[src/sv/substring_presence_matcher_macros.svh]
// Assertion helpers used by the matcher top level.
`ifndef SUBSTRING_PRESENCE_MATCHER_MACROS_SVH
`define SUBSTRING_PRESENCE_MATCHER_MACROS_SVH

// Same-cycle implication, disabled while reset is asserted.
`define SPM_ASSERT_IMPL(lbl, clk_s, rst_n_s, ante, cons, msg) \
	lbl: assert property (@(posedge clk_s) disable iff (!rst_n_s) (ante) |-> (cons)) \
		else $error(msg);

// Next-cycle implication, disabled while reset is asserted.
`define SPM_ASSERT_NEXT(lbl, clk_s, rst_n_s, ante, cons, msg) \
	lbl: assert property (@(posedge clk_s) disable iff (!rst_n_s) (ante) |=> (cons)) \
		else $error(msg);

`endif

[src/sv/spm_pkg.sv]
`default_nettype none
package spm_pkg;

	// Window and pattern store depth
	localparam int PATTERN_MAX = 32;
	localparam int IDX_W       = $clog2(PATTERN_MAX);
	localparam int LEN_W       = $clog2(PATTERN_MAX + 1);

	// Item field widths
	localparam int KIND_W  = 2;
	localparam int CHAR_W  = 8;
	localparam int LOAD_W  = 5;
	localparam int PLEN_W  = 6;

	// Command queue between front and back
	localparam int QUEUE_DEPTH = 4;
	localparam int QPTR_W      = $clog2(QUEUE_DEPTH);
	localparam int QCNT_W      = $clog2(QUEUE_DEPTH + 1);

	// Configuration port
	localparam int PADDR_W     = 3;
	localparam int PDATA_W     = 32;
	localparam int REG_IDX_LSB = 2;
	localparam logic [PADDR_W-REG_IDX_LSB-1:0] REG_PATTERN_LENGTH = '0;

	// Item kinds
	typedef enum logic [KIND_W-1:0] {
		KIND_LOAD = 2'd0,
		KIND_TEXT = 2'd1,
		KIND_END  = 2'd2
	} kind_t;

	// One queued command
	typedef struct packed {
		kind_t               op;
		logic [CHAR_W-1:0]   ch;
		logic [LOAD_W-1:0]   idx;
	} cmd_t;

endpackage
`default_nettype wire

[src/sv/spm_if.sv]
`default_nettype none
interface spm_in_if;
	import spm_pkg::*;

	logic              valid;
	logic              ready;
	logic [KIND_W-1:0] kind;
	logic [CHAR_W-1:0] char_value;
	logic [LOAD_W-1:0] load_index;

	modport source (output valid, kind, char_value, load_index, input ready);
	modport sink (input valid, kind, char_value, load_index, output ready);
endinterface

interface spm_out_if;
	logic valid;
	logic ready;
	logic found;

	modport source (output valid, found, input ready);
	modport sink (input valid, found, output ready);
endinterface
`default_nettype wire

[src/sv/spm_front.sv]
`default_nettype none
module spm_front (
	input  logic          clk,
	input  logic          arst_n,
	spm_in_if.sink        items,
	output spm_pkg::cmd_t head,
	output logic          head_valid,
	input  logic          head_pop
);
	import spm_pkg::*;

	cmd_t              queue_q [QUEUE_DEPTH];
	logic [QPTR_W-1:0] wr_ptr_q;
	logic [QPTR_W-1:0] rd_ptr_q;
	logic [QCNT_W-1:0] count_q;
	cmd_t              new_cmd;
	logic              keep_cmd;
	logic              push;
	logic              pop;

	// Accept whenever the queue has room
	assign items.ready = (count_q != QCNT_W'(QUEUE_DEPTH));

	// Classify the item; drop the unused kind
	always_comb begin
		new_cmd.op  = KIND_TEXT;
		new_cmd.ch  = items.char_value;
		new_cmd.idx = items.load_index;
		keep_cmd    = 1'b1;
		case (items.kind)
			KIND_LOAD: new_cmd.op = KIND_LOAD;
			KIND_TEXT: new_cmd.op = KIND_TEXT;
			KIND_END:  new_cmd.op = KIND_END;
			default:   keep_cmd   = 1'b0;
		endcase
	end

	assign push = items.valid && items.ready && keep_cmd;
	assign pop  = head_pop && head_valid;

	// Queue storage
	always_ff @(posedge clk) begin
		if (push) begin
			queue_q[wr_ptr_q] <= new_cmd;
		end
	end

	// Advance pointers and fill count
	always_ff @(posedge clk or negedge arst_n) begin
		if (!arst_n) begin
			wr_ptr_q <= '0;
			rd_ptr_q <= '0;
			count_q  <= '0;
		end else begin
			if (push) begin
				wr_ptr_q <= wr_ptr_q + QPTR_W'(1);
			end
			if (pop) begin
				rd_ptr_q <= rd_ptr_q + QPTR_W'(1);
			end
			case ({push, pop})
				2'b10:   count_q <= count_q + QCNT_W'(1);
				2'b01:   count_q <= count_q - QCNT_W'(1);
				default: count_q <= count_q;
			endcase
		end
	end

	assign head       = queue_q[rd_ptr_q];
	assign head_valid = (count_q != '0);

endmodule
`default_nettype wire

[src/sv/spm_back.sv]
`default_nettype none
module spm_back (
	input  logic                       clk,
	input  logic                       arst_n,
	input  spm_pkg::cmd_t              head,
	input  logic                       head_valid,
	output logic                       head_pop,
	input  logic [spm_pkg::PLEN_W-1:0] pattern_length,
	spm_out_if.source                  results
);
	import spm_pkg::*;

	logic [CHAR_W-1:0]      pattern_q [PATTERN_MAX];
	logic [CHAR_W-1:0]      window_q  [PATTERN_MAX];
	logic [LEN_W-1:0]       count_q;
	logic                   match_q;
	logic                   check_s1;
	logic                   out_valid_q;
	logic                   found_q;
	logic                   out_free;
	logic                   do_load;
	logic                   do_text;
	logic                   do_end;
	logic [PATTERN_MAX-1:0] pos_eq;
	logic                   len_ok;
	logic                   hit;

	// Take a command unless it is an end item and the result slot is busy
	assign out_free = !out_valid_q || results.ready;
	assign head_pop = head_valid && ((head.op != KIND_END) || out_free);
	assign do_load  = head_pop && (head.op == KIND_LOAD);
	assign do_text  = head_pop && (head.op == KIND_TEXT);
	assign do_end   = head_pop && (head.op == KIND_END);

	// Compare each pattern byte against its window tap
	always_comb begin
		logic [PLEN_W-1:0] tap;
		for (int k = 0; k < PATTERN_MAX; k++) begin
			tap = pattern_length - PLEN_W'(k) - PLEN_W'(1);
			if (PLEN_W'(k) < pattern_length) begin
				pos_eq[k] = (window_q[tap[IDX_W-1:0]] == pattern_q[k]);
			end else begin
				pos_eq[k] = 1'b1;
			end
		end
	end

	assign len_ok = (pattern_length != '0)
		&& (pattern_length <= PLEN_W'(PATTERN_MAX))
		&& (PLEN_W'(count_q) >= pattern_length);
	assign hit = check_s1 && len_ok && (&pos_eq);

	// Pattern store and text window
	always_ff @(posedge clk) begin
		if (do_load) begin
			pattern_q[head.idx[IDX_W-1:0]] <= head.ch;
		end
		if (do_text) begin
			window_q[0] <= head.ch;
			for (int k = 1; k < PATTERN_MAX; k++) begin
				window_q[k] <= window_q[k-1];
			end
		end
	end

	// Count, sticky match, pending compare
	always_ff @(posedge clk or negedge arst_n) begin
		if (!arst_n) begin
			count_q  <= '0;
			match_q  <= 1'b0;
			check_s1 <= 1'b0;
		end else begin
			check_s1 <= do_text;
			if (do_end) begin
				count_q <= '0;
				match_q <= 1'b0;
			end else begin
				if (do_text && (count_q != LEN_W'(PATTERN_MAX))) begin
					count_q <= count_q + LEN_W'(1);
				end
				if (hit) begin
					match_q <= 1'b1;
				end
			end
		end
	end

	// Result register
	always_ff @(posedge clk or negedge arst_n) begin
		if (!arst_n) begin
			out_valid_q <= 1'b0;
		end else if (do_end) begin
			out_valid_q <= 1'b1;
		end else if (results.ready) begin
			out_valid_q <= 1'b0;
		end
	end

	always_ff @(posedge clk) begin
		if (do_end) begin
			found_q <= match_q || hit || (pattern_length == '0);
		end
	end

	assign results.valid = out_valid_q;
	assign results.found = found_q;

endmodule
`default_nettype wire

[src/sv/substring_presence_matcher.sv]
// Substring presence matcher: load pattern bytes with kind 0 items, set pattern_length
// (register 0, at most 32) while idle, then stream text with kind 1 items and close each
// text with a kind 2 item, which returns one result, found. The block accepts one item per
// clock cycle; a front queue of four commands decouples input from the executing back end,
// so intake only stalls when the queue fills. The per-byte rate is set by the window compare,
// a 32-way tap select plus byte compare, evaluated in the cycle after each text byte. A
// result is registered when its end item leaves the queue, and holds until taken. Kind 3
// items are accepted and dropped. An empty pattern always reports found.
`default_nettype none
`include "substring_presence_matcher_macros.svh"
module substring_presence_matcher (
	input  logic                        clk,
	input  logic                        arst_n,
	spm_in_if.sink                      items,
	spm_out_if.source                   results,
	input  logic                        psel,
	input  logic                        penable,
	input  logic                        pwrite,
	input  logic [spm_pkg::PADDR_W-1:0] paddr,
	input  logic [spm_pkg::PDATA_W-1:0] pwdata,
	output logic [spm_pkg::PDATA_W-1:0] prdata,
	output logic                        pready
);
	import spm_pkg::*;

	cmd_t              head;
	logic              head_valid;
	logic              head_pop;
	logic [PLEN_W-1:0] pattern_length_q;
	logic              reg_hit;

	// Register decode
	assign pready  = 1'b1;
	assign reg_hit = (paddr[PADDR_W-1:REG_IDX_LSB] == REG_PATTERN_LENGTH);

	always_ff @(posedge clk or negedge arst_n) begin
		if (!arst_n) begin
			pattern_length_q <= '0;
		end else if (psel && penable && pwrite && pready && reg_hit) begin
			pattern_length_q <= pwdata[PLEN_W-1:0];
		end
	end

	assign prdata = reg_hit ? {{(PDATA_W-PLEN_W){1'b0}}, pattern_length_q} : '0;

	spm_front u_front (
		.clk        (clk),
		.arst_n     (arst_n),
		.items      (items),
		.head       (head),
		.head_valid (head_valid),
		.head_pop   (head_pop)
	);

	spm_back u_back (
		.clk            (clk),
		.arst_n         (arst_n),
		.head           (head),
		.head_valid     (head_valid),
		.head_pop       (head_pop),
		.pattern_length (pattern_length_q),
		.results        (results)
	);

	`SPM_ASSERT_IMPL(a_pop_needs_head, clk, arst_n, head_pop, head_valid, "pop from empty queue")
	`SPM_ASSERT_IMPL(a_full_has_head, clk, arst_n, !items.ready, head_valid, "stall with empty queue")
	`SPM_ASSERT_IMPL(a_end_needs_room, clk, arst_n, head_pop && (head.op == KIND_END), !results.valid || results.ready, "end item overwrote result")
	`SPM_ASSERT_NEXT(a_end_gives_result, clk, arst_n, head_pop && (head.op == KIND_END), results.valid, "end item without result")

endmodule
`default_nettype wire

[src/flat_wrapper.sv]
// flat-port wrapper written by rule: the top's interface ports become plain ports
module substring_presence_matcher_flat import spm_pkg::*;
  (clk, arst_n, psel, penable, pwrite, paddr, pwdata, prdata, pready, items_valid, items_kind, items_char_value, items_load_index, items_ready, results_valid, results_found, results_ready);
  spm_in_if items_i ();
  spm_out_if results_i ();
  input  logic clk;
  input  logic arst_n;
  input  logic psel;
  input  logic penable;
  input  logic pwrite;
  input  logic [spm_pkg::PADDR_W-1:0] paddr;
  input  logic [spm_pkg::PDATA_W-1:0] pwdata;
  output logic [spm_pkg::PDATA_W-1:0] prdata;
  output logic pready;
  input wire logic [$bits(items_i.valid)-1:0] items_valid;
  input wire logic [$bits(items_i.kind)-1:0] items_kind;
  input wire logic [$bits(items_i.char_value)-1:0] items_char_value;
  input wire logic [$bits(items_i.load_index)-1:0] items_load_index;
  output wire logic [$bits(items_i.ready)-1:0] items_ready;
  output wire logic [$bits(results_i.valid)-1:0] results_valid;
  output wire logic [$bits(results_i.found)-1:0] results_found;
  input wire logic [$bits(results_i.ready)-1:0] results_ready;
  assign items_i.valid = items_valid;
  assign items_i.kind = items_kind;
  assign items_i.char_value = items_char_value;
  assign items_i.load_index = items_load_index;
  assign items_ready = items_i.ready;
  assign results_valid = results_i.valid;
  assign results_found = results_i.found;
  assign results_i.ready = results_ready;
  substring_presence_matcher u_core (.clk(clk), .arst_n(arst_n), .items(items_i), .results(results_i), .psel(psel), .penable(penable), .pwrite(pwrite), .paddr(paddr), .pwdata(pwdata), .prdata(prdata), .pready(pready));
endmodule
[config.mk]
export PLATFORM = sky130hd
export DESIGN_NAME = substring_presence_matcher_flat
export DESIGN_NICKNAME = d
export VERILOG_FILES = /design/src/sv/spm_pkg.sv /design/src/sv/spm_if.sv /design/src/sv/spm_front.sv /design/src/sv/spm_back.sv /design/src/sv/substring_presence_matcher.sv /design/src/flat_wrapper.sv
export VERILOG_INCLUDE_DIRS = /design/src /design/src/sv
export SDC_FILE = /design/constraint.sdc
export NUM_CORES = 1
export LEC_CHECK = 0
export BUFFER_PORTS_ARGS = -buffer_cell sky130_fd_sc_hd__buf_2
export CAP_MARGIN = 40
export CORE_MARGIN = 4
export CORE_UTILIZATION = 40
export DETAILED_ROUTE_END_ITERATION = 6
export PLACE_DENSITY_LB_ADDON = 0.05
export SETUP_SLACK_MARGIN = 0.15
export SYNTH_ARGS = -nofsm -noshare
export SYNTH_HDL_FRONTEND = slang
export SYNTH_HIERARCHICAL = 1
export SYNTH_SLANG_ARGS = --single-unit
[constraint.sdc]
create_clock -name clk -period 20.8 [get_ports clk]
set_input_delay 2.08 -clock clk [delete_from_list [all_inputs] [get_ports clk]]
set_output_delay 2.08 -clock clk [all_outputs]
set_load 0.005 [all_outputs]
# == Word-level counts from Yosys, hierarchy flattened ==
# Memory sizes are Yosys's and may differ from the RTL's.
# Cells that the tools add are included.
# word_totals
ff_bits,23
ramBits,572
output_inout_bits,36
wordCells,234
memories,3
# classes
n_addsub,67
magnitude_cmp,34
n_eq_ne,41
n_mux,48
n_bitwise,1
n_reduce_logical,31
# memory_table
memory,depth,word_bits,read_ports,rd_ports_with_merged_regs,wr,line_no,source
u_core.u_back.pattern_q,32,8,32,0,1,spm_back.sv:13,logic [CHAR_W-1:0] pattern_q [PATTERN_MAX];
u_core.u_back.window_q,32,8,63,0,32,spm_back.sv:14,logic [CHAR_W-1:0] window_q [PATTERN_MAX];
u_core.u_front.queue_q,4,15,1,0,1,spm_front.sv:12,cmd_t queue_q [QUEUE_DEPTH];
# ops
operator,n
$eq 8x8->1,32
$sub 5x1->5 const B,32
$lt 5x6->1 const A,16
$sub 5x5->5 const B,16
$lt 4x6->1 const A,8
$mux 1,43
$sub 5x4->5 const B,8
$reduce_and 32->1,1
$lt 3x6->1 const A,4
$sub 5x3->5 const B,4
$mux 6,3
$logic_and 1x1->1,15
$lt 1x6->1 const A,2
$lt 2x6->1 const A,2
$sub 5x2->5 const B,2
$reduce_bool 2->1,4
$add 6x1->6 const B,1
$eq 2x1->1 const B,3
$eq 2x2->1 const B,3
$ge 6x6->1,1
$le 6x6->1 const B,1
$logic_not 6->1,1
$ne 6x6->1 const B,1
$pmux 3 s2,1
13 further kinds,18

# == Logic depth before layout (Yosys ltp) ==
# Gate-level depths: netlist (run 1).
# An unclocked memory read counts as a cell.
# depth
depth_word,9
depth_mapped,27
depth_no_buf,14

# == By module ==
# The synthesis (run 1) kept the hierarchy.
# modules_own_cells
module,instances,cells_per_inst,area_each_um2,seq_area_each_um2
spm_back,1,3402,43585.6,15630.0
spm_front,1,120,2610.0,1976.9
substring_presence_matcher,1,48,504.2,150.1

# == Worst setup path before layout (run 1) ==
# Ideal clock, no wire load.
# synth_path
kind,flip-flop to flip-flop
from,register u_core.u_front.rd_ptr_q[0]
to,register u_core.u_back.count_q[5]
arrival_time_ns,9.513
required_ns,20.650
setup_slack_ns,11.137
stages_incl_launch_ff,10
path_buffers,1
period_less_slack_ns,9.663
cell_sequence,dfrtp_1 buf_2 mux4_2 inv_1 and3_1 o41ai_1 or3_1 or2_2 xor2_1 nor2_1
# synth_lines
element,line_no,source
"start, declared",spm_front.sv:14,logic [QPTR_W-1:0] rd_ptr_q;
"start signal, assigned",spm_front.sv:59,rd_ptr_q <= rd_ptr_q + QPTR_W'(1);
"end signal, assigned",spm_back.sv:79,count_q <= count_q + LEN_W'(1);
"end, declared",spm_back.sv:15,logic [LEN_W-1:0] count_q;

# == Worst setup path after layout (run 1) ==
# layout_path
from,register u_core.pattern_length_q[1]
to,register u_core.u_back.found_q (netlist: u_core/u_back/results.found) (data pin)
# layout_via
elab_chain_len,9
word_cells_on_any_way,170
# layout_rtl
element,line_no,source
"start, declared",substring_presence_matcher.sv:29,logic [PLEN_W-1:0] pattern_length_q;
"start signal, assigned",substring_presence_matcher.sv:40,pattern_length_q <= pwdata[PLEN_W-1:0];
"$sub 5x1->5, or another cell as far along",spm_back.sv:39,tap = pattern_length - PLEN_W'(k) - PLEN_W'(1);
$sub 5x1->5,spm_back.sv:39,
$mem_v2 32x8,--,
$eq 8x8->1,spm_back.sv:41,pos_eq[k] = (window_q[tap[IDX_W-1:0]] == pattern_q[k]);
$mux 1,spm_back.sv:40,if (PLEN_W'(k) < pattern_length) begin
$reduce_and 32->1,spm_back.sv:51,assign hit = check_s1 && len_ok && (&pos_eq);
$logic_and 1x1->1,spm_back.sv:51,
$logic_or 1x1->1,spm_back.sv:101,found_q <= match_q || hit || (pattern_length == '0);
$logic_or 1x1->1 *,spm_back.sv:101,
"end signal, assigned",spm_back.sv:101,
"end, declared",spm_back.sv:19,logic found_q;
# Mark *: on every way between the ends. The rest lies on a longest branch, timed or not.
# A chain may end at the register's enable or synchronous reset.

==> results of run 1 <==
## Yosys cell counts, types with 50 or more instances
library cell	number
nand3_1	199
xnor2_1	157
mux4_2	435
nand4_1	86
o22ai_1	90
o21ai_0	68
buf_2	67
a21oi_1	50
nand2_1	139
mux2_2	179
nor2_1	135
xor2_1	235
buf_4	52
edfxtp_1	573
clkbuf_1	110
mux2i_1	386
## worst max-delay path, cell delays in order, from the launching register on
cell	delay, ps
dfrtp_4	770
inv_1	410
ha_4	820
buf_4	770
buf_4	710
mux2_2	500
mux2i_1	610
mux2i_1	310
o22ai_1	270
or3_1	140
nand4_1	100
or4_1	650
a32o_1	330
or4_1	510
a2111o_1	360
o41ai_2	550
nand2b_1	190
## path summary, 6_finish.rpt
path / from / end / slack [ps] / depth (start not counted)
hold reg to reg: u_core/u_back/window_q[8][0] / u_core/u_back/window_q[9][0] / 530 / 0
min in group asynchronous: arst_n / u_core/pattern_length_q[1] / 1400 / 1
setup / recovery: u_core/pattern_length_q[1] / u_core/u_back/results.found / 12470 / 16
max in group asynchronous: arst_n / u_core/pattern_length_q[2] / 18990 / 1
setup reg to reg: u_core/pattern_length_q[1] / u_core/u_back/results.found / 12470 / 16
hold / removal: u_core/u_back/window_q[8][0] / u_core/u_back/window_q[9][0] / 530 / 0
## metal layers
layer,up-vias,global-route usage
li1,14500,-
met1,18500,0.419
met2,2128,0.460
met3,361,0.0632
met4,6,0.130
met5,-,0
## registers in the layout, indices dropped and copies added, names as in the netlist, 2 cells and up
name and flops:
u_core/pattern_length_q 6, u_core/u_back/count_q 6, u_core/u_back/pattern_q 256, u_core/u_back/window_q 256, u_core/u_front/count_q 3, u_core/u_front/queue_q 60
u_core/u_front/rd_ptr_q 2, u_core/u_front/wr_ptr_q 2
## through the flow
stage	setup WS [ps]	hold WS [ps]	utilization	instances
after floorplan	11140	468	-	3595
after global placement	12700	488	0.416	4958
after detailed placement	12580	507	0.420	4995
after CTS	12570	523	0.441	5134
after global routing	12250	555	0.441	5137
final	12470	527	0.441	5144
## cell type report
cell class,instances,area [um^2]
multi-input combinational,2675,27500
tap,1524,1910
sequential,595,17800
timing repair buffer,171,1440
clock inverter,46,475
antenna,7,17.5
inverter,33,134
fill,10400,64800
clock buffer,93,1980
## kinds of logic (layout without fill, tap and decap cells)
family                   count (synthesis)  count (layout)
multiplexers                          1025            1025
AO/OA/AOI/OAI                          446             446
other                                    2              34
adder cells (fa/ha/maj)                 27              27
buffers and inverters                  325             343
XOR/XNOR                               397             397
AND/OR/NAND/NOR                        753             753
flip-flops                             595             595
==> impl_metrics.env, run 1 <==
export IMPL_cts_root_buf="clkbuf_16"
export IMPL_wl_per_cell_um=36.6
export IMPL_hold_class="flop to flop"
export IMPL_crit_type="flop to flop"
export IMPL_synth_compound_area_frac=0.0671
export IMPL_ys_top_cells_by_area="edfxtp_1 (37%), mux4_2 (21%), mux2i_1 (8.3%), xor2_1 (4.4%), mux2_2 (4.3%)"
export IMPL_fmax_mhz=120
export IMPL_cts_buffers=76
export IMPL_dr_total_vias=35400
export IMPL_slew_limit_headroom=0.326
export IMPL_highest_layer="met5"
export IMPL_cp_end_kind="flop"
export IMPL_postCtsHoldBufs=0
export IMPL_wl_mm=188
export IMPL_synth_fa_ha_area_frac=0.00739
export IMPL_rsz0062_at_grt="no"
export IMPL_route_antenna_remaining_nets=0
export IMPL_drive_above_1_share=0.274
export IMPL_cts_buffer_depth=3
export IMPL_io_buffers=37
export IMPL_ctsHtreeMaxLevel=3
export IMPL_drt_iter0_drc=4956
export IMPL_grt_max_degree=106
export IMPL_final_area_um2=51200
export IMPL_wl_met2_mm=83.9
export IMPL_cts_tree="done"
export IMPL_final_setup_tns_ps=0
export IMPL_vias_per_cell=6.89
export IMPL_antenna_found_initial=12
export IMPL_period_needed_ps=8330
export IMPL_synth_xor_area_frac=0.0757
export IMPL_worst_pin_slew_ps=983
export IMPL_cts_setup_buffers=0
export IMPL_synth_simple_gate_area_frac=0.0818
export IMPL_overflow=0
export IMPL_final_cell_mix="edfxtp_1 (573), mux4_2 (435), mux2i_1 (380)"
export IMPL_fp_dieW_um=350
export IMPL_wl_met1_mm=77.1
export IMPL_cp_required_ps=21320
export IMPL_synth_top_family_by_area="multiplexers"
export IMPL_slew_violations=0
export IMPL_grt_pass1_vias=33400
export IMPL_cts_sinks=595
export IMPL_ios=93
export IMPL_track_usage=0.302
export IMPL_status="finished clean"
export IMPL_insertion_delay_ps=670
export IMPL_critPathArrivalTime_ps=8860
export IMPL_initial_utilization=0.402
export IMPL_setup_violations=0
export IMPL_synth_area_per_cell_um2=13.1
export IMPL_maxCapViolations=0
export IMPL_synth_cells=3570
export IMPL_final_common_cell="edfxtp_1"
export IMPL_synth_top_area_share=0.368
export IMPL_firstDrtPassIters=6
export IMPL_finalClockSkew_ps=28.0
export IMPL_synth_cell_type_count=96
export IMPL_die_h_um=350
export IMPL_synth_area_um2=46700
export IMPL_synth_top_flop_cell="edfxtp_1"
export IMPL_dp_final_hpwl_mm=141
export IMPL_hold_violations=0
export IMPL_placed_area_um2=48700
export IMPL_grt_pass1_wl_mm=262
export IMPL_synthMuxAreaShare=0.349
export IMPL_synth_edf_count=573
export IMPL_ys_seq_area_frac=0.380
export IMPL_num_rows=125
export IMPL_area_growth_synth_to_final_pct=9.70
export IMPL_ys_ff_latch=595
export IMPL_core_area_um2=116000
export IMPL_clk_pin_slew_ps=60
export IMPL_critPathLaunchType="flop"
export IMPL_async_flop_share=0.0370
export IMPL_wl_met3_mm=17.6
export IMPL_drc=0
export IMPL_post_cts_resized=0
export IMPL_dieArea_um2=122000
export IMPL_yosys_warnings=6
export IMPL_synth_top_area_cell="edfxtp_1"
export IMPL_critPathMaxFanout=57
export IMPL_layout_nets=3636
export IMPL_place_congestion=0.976
export IMPL_period_share=0.401
Power of run 1 is left out: the tool's default activity adds up to more than one toggle a clock period on the data nets, which glitch-free logic cannot reach.
==> inputs of run 2 (changes only) <==
- ABC_AREA: default -> 1
- clock period: 20.8 -> 8 ns (I/O delays scaled with it)
==> impl_metrics.env, run 2 <==
export IMPL_fillerInstances=10400
export IMPL_synth_top_area_share=0.417
export IMPL_cp_required_ps=8580
export IMPL_period_needed_ps=5620
export IMPL_met2_usage=0.549
export IMPL_ctsHtreeMaxLevel=3
export IMPL_peakVddDrop_mv=0.349
export IMPL_dieArea_um2=108000
export IMPL_drive_above_1_share=0.0645
export IMPL_final_setup_tns_ps=0
export IMPL_gr_max_usage_layer="met2"
export IMPL_grt_use_met1=0.434
export IMPL_place_congestion=1.01
export IMPL_leakage_nw=19.1
export IMPL_initial_utilization=0.404
export IMPL_io_buffers=37
export IMPL_vias_per_cell=6.09
export IMPL_dr_total_vias=42200
export IMPL_ios=93
export IMPL_grt_max_degree=176
export IMPL_setup_violations=0
export IMPL_cp_end_kind="flop"
export IMPL_yosysMostFrequentCell="nand3_1"
export IMPL_cts_sinks=595
export IMPL_area_growth_synth_to_final_pct=9.95
export IMPL_wl_per_cell_um=27.8
export IMPL_status="finished clean"
export IMPL_grt_pass1_wl_mm=269
export IMPL_critPathMaxFanout=71
export IMPL_dp_final_hpwl_mm=148
export IMPL_num_rows=117
export IMPL_fp_dieW_um=329
export IMPL_overflow=0
export IMPL_ys_ff_latch=595
export IMPL_route_antenna_remaining_nets=0
export IMPL_async_flop_share=0.0370
export IMPL_power_density_nw_per_um2=482
export IMPL_regArea_um2=17800
export IMPL_finalClockSkew_ps=27.9
export IMPL_wl_mm=193
export IMPL_post_cts_resized=0
export IMPL_worst_pin_slew_ps=1120
export IMPL_die_h_um=329
export IMPL_synth_cell_type_count=43
export IMPL_fmax_mhz=178
export IMPL_synth_top_area_cell="edfxtp_1"
export IMPL_insertion_delay_ps=670
export IMPL_layout_nets=5574
export IMPL_ys_top_cells_by_area="edfxtp_1 (42%), nand3_1 (27%), nand2_1 (15%), nand3b_1 (2.0%), inv_1 (1.8%)"
export IMPL_yosys_warnings=6
export IMPL_hold_class="primary input to asynchronous set/reset pin"
export IMPL_period_share=0.703
export IMPL_cts_tree="done"
export IMPL_synth_area_um2=41200
export IMPL_track_usage=0.346
export IMPL_synth_area_per_cell_um2=7.42
export IMPL_hold_violations=0
export IMPL_final_cell_mix="nand3_1 (2219), nand2_1 (1661), edfxtp_1 (573)"
export IMPL_synth_edf_count=573
export IMPL_firstDrtPassIters=6
export IMPL_cts_root_buf="clkbuf_16"
export IMPL_multiInputGateArea_um2=21200
export IMPL_synthTopCellsByCount="nand3_1 (2219), nand2_1 (1670), edfxtp_1 (573), inv_1 (201), buf_2 (148)"
export IMPL_final_common_cell="nand3_1"
export IMPL_grt_use_met3=0.0616
export IMPL_ys_seq_area_frac=0.431
export IMPL_postCtsHoldBufs=0
export IMPL_grt_pass1_vias=38200
export IMPL_slew_limit_headroom=0.253
export IMPL_fin_util=0.444
export IMPL_antenna_found_initial=1
export IMPL_clk_pin_slew_ps=60
export IMPL_cts_buffers=75
export IMPL_synth_top_flop_cell="edfxtp_1"
export IMPL_drc=0
export IMPL_cts_buffer_depth=3
export IMPL_slew_violations=0
export IMPL_crit_type="flop to flop"
export IMPL_maxCapViolations=0
export IMPL_critPathArrivalTime_ps=6200
export IMPL_core_area_um2=102000
export IMPL_synth_cells=5554
export IMPL_critPathLaunchType="flop"
export IMPL_cts_setup_buffers=0
export IMPL_rsz0062_at_grt="no"
export IMPL_drt_iter0_drc=5491
-- run 2: final cells by class --
cell class                      instances  area share
Multi-Input combinational cell       4442       0.467
Sequential cell                       595       0.392
Clock buffer                           90      0.0433
Tap cell                             1368      0.0378
Timing Repair Buffer                  147      0.0251
Inverter                              229      0.0194
Clock inverter                         48      0.0151
Antenna cell                            1   0.0000552
-- run 2: logic make-up after synthesis --
group	synth area share
xor gates and xnor gates	0.0176
adders and majority gates	0.00838
AOI/OAI and AO/OA	0.0175
buffers and inverters	0.0597
other	0.000182
and+or+nand+nor	0.466
DFF	0.431
-- run 2: per-stage QoR --
stage / area (um^2) / std cells / power [mW] / worst slack, ps / hold WS [ps]
floorplan: 41300 / 5579 / 13.2 / 1840 / 451
global placement: 42400 / 6756 / 17.7 / 2520 / 460
detailed placement: 42700 / 6781 / 17.8 / 2530 / 465
CTS: 45300 / 6919 / 21.5 / 2520 / 90.8
global route: 45300 / 6919 / 23.0 / 2120 / 125
finish: 45300 / 6920 / 21.8 / 2380 / 114
-- run 2: routing by layer --
metal  up-vias  share of wire
li1      19300              -
met1     20300           0.39
met2      2100           0.45
met3       521          0.081
met4         0          0.080
met5         -              0
-- run 2: power breakdown --
| part | leakage [nW] | internal, mW | switching, mW |
|---|---|---|---|
| clock | 1.27 | 2.22 | 1.51 |
| combinational | 12.4 | 3.10 | 9.03 |
| sequential | 5.52 | 5.01 | 0.962 |
-- run 2: final timing paths --
kind / startpoint / to / slack [ps] / cells past startpoint
max in group asynchronous: arst_n / u_core/pattern_length_q[0] / 7450 / 1
min in group clk: items_load_index[1] / u_core/u_front/queue_q[2][1] / 340 / 1
worst max register to register: u_core/pattern_length_q[0] / u_core/u_back/match_q / 2380 / 20
worst min register to register: u_core/u_back/window_q[13][4] / u_core/u_back/window_q[14][4] / 480 / 0
worst min-delay path: arst_n / u_core/u_back/results.valid / 110 / 1
worst max-delay path: u_core/pattern_length_q[0] / u_core/u_back/match_q / 2380 / 20
-- run 2: critical path, stage by stage (launching register included) --
cell	delay, ps
dfrtp_4	680
inv_8	390
ha_4	460
inv_4	570
buf_4	690
nand3_1	180
nand3_1	290
nand3_1	140
nand3_1	130
nand3b_1	80
nand2_1	100
nand3_1	70
nor2_1	430
nand2_1	350
nand2_1	130
nand2_1	60
nor2_1	110
nand3_1	100
nor2_1	120
nand2_1	150
a21oi_1	160
Note: power is estimated with default switching activity, not from simulation.
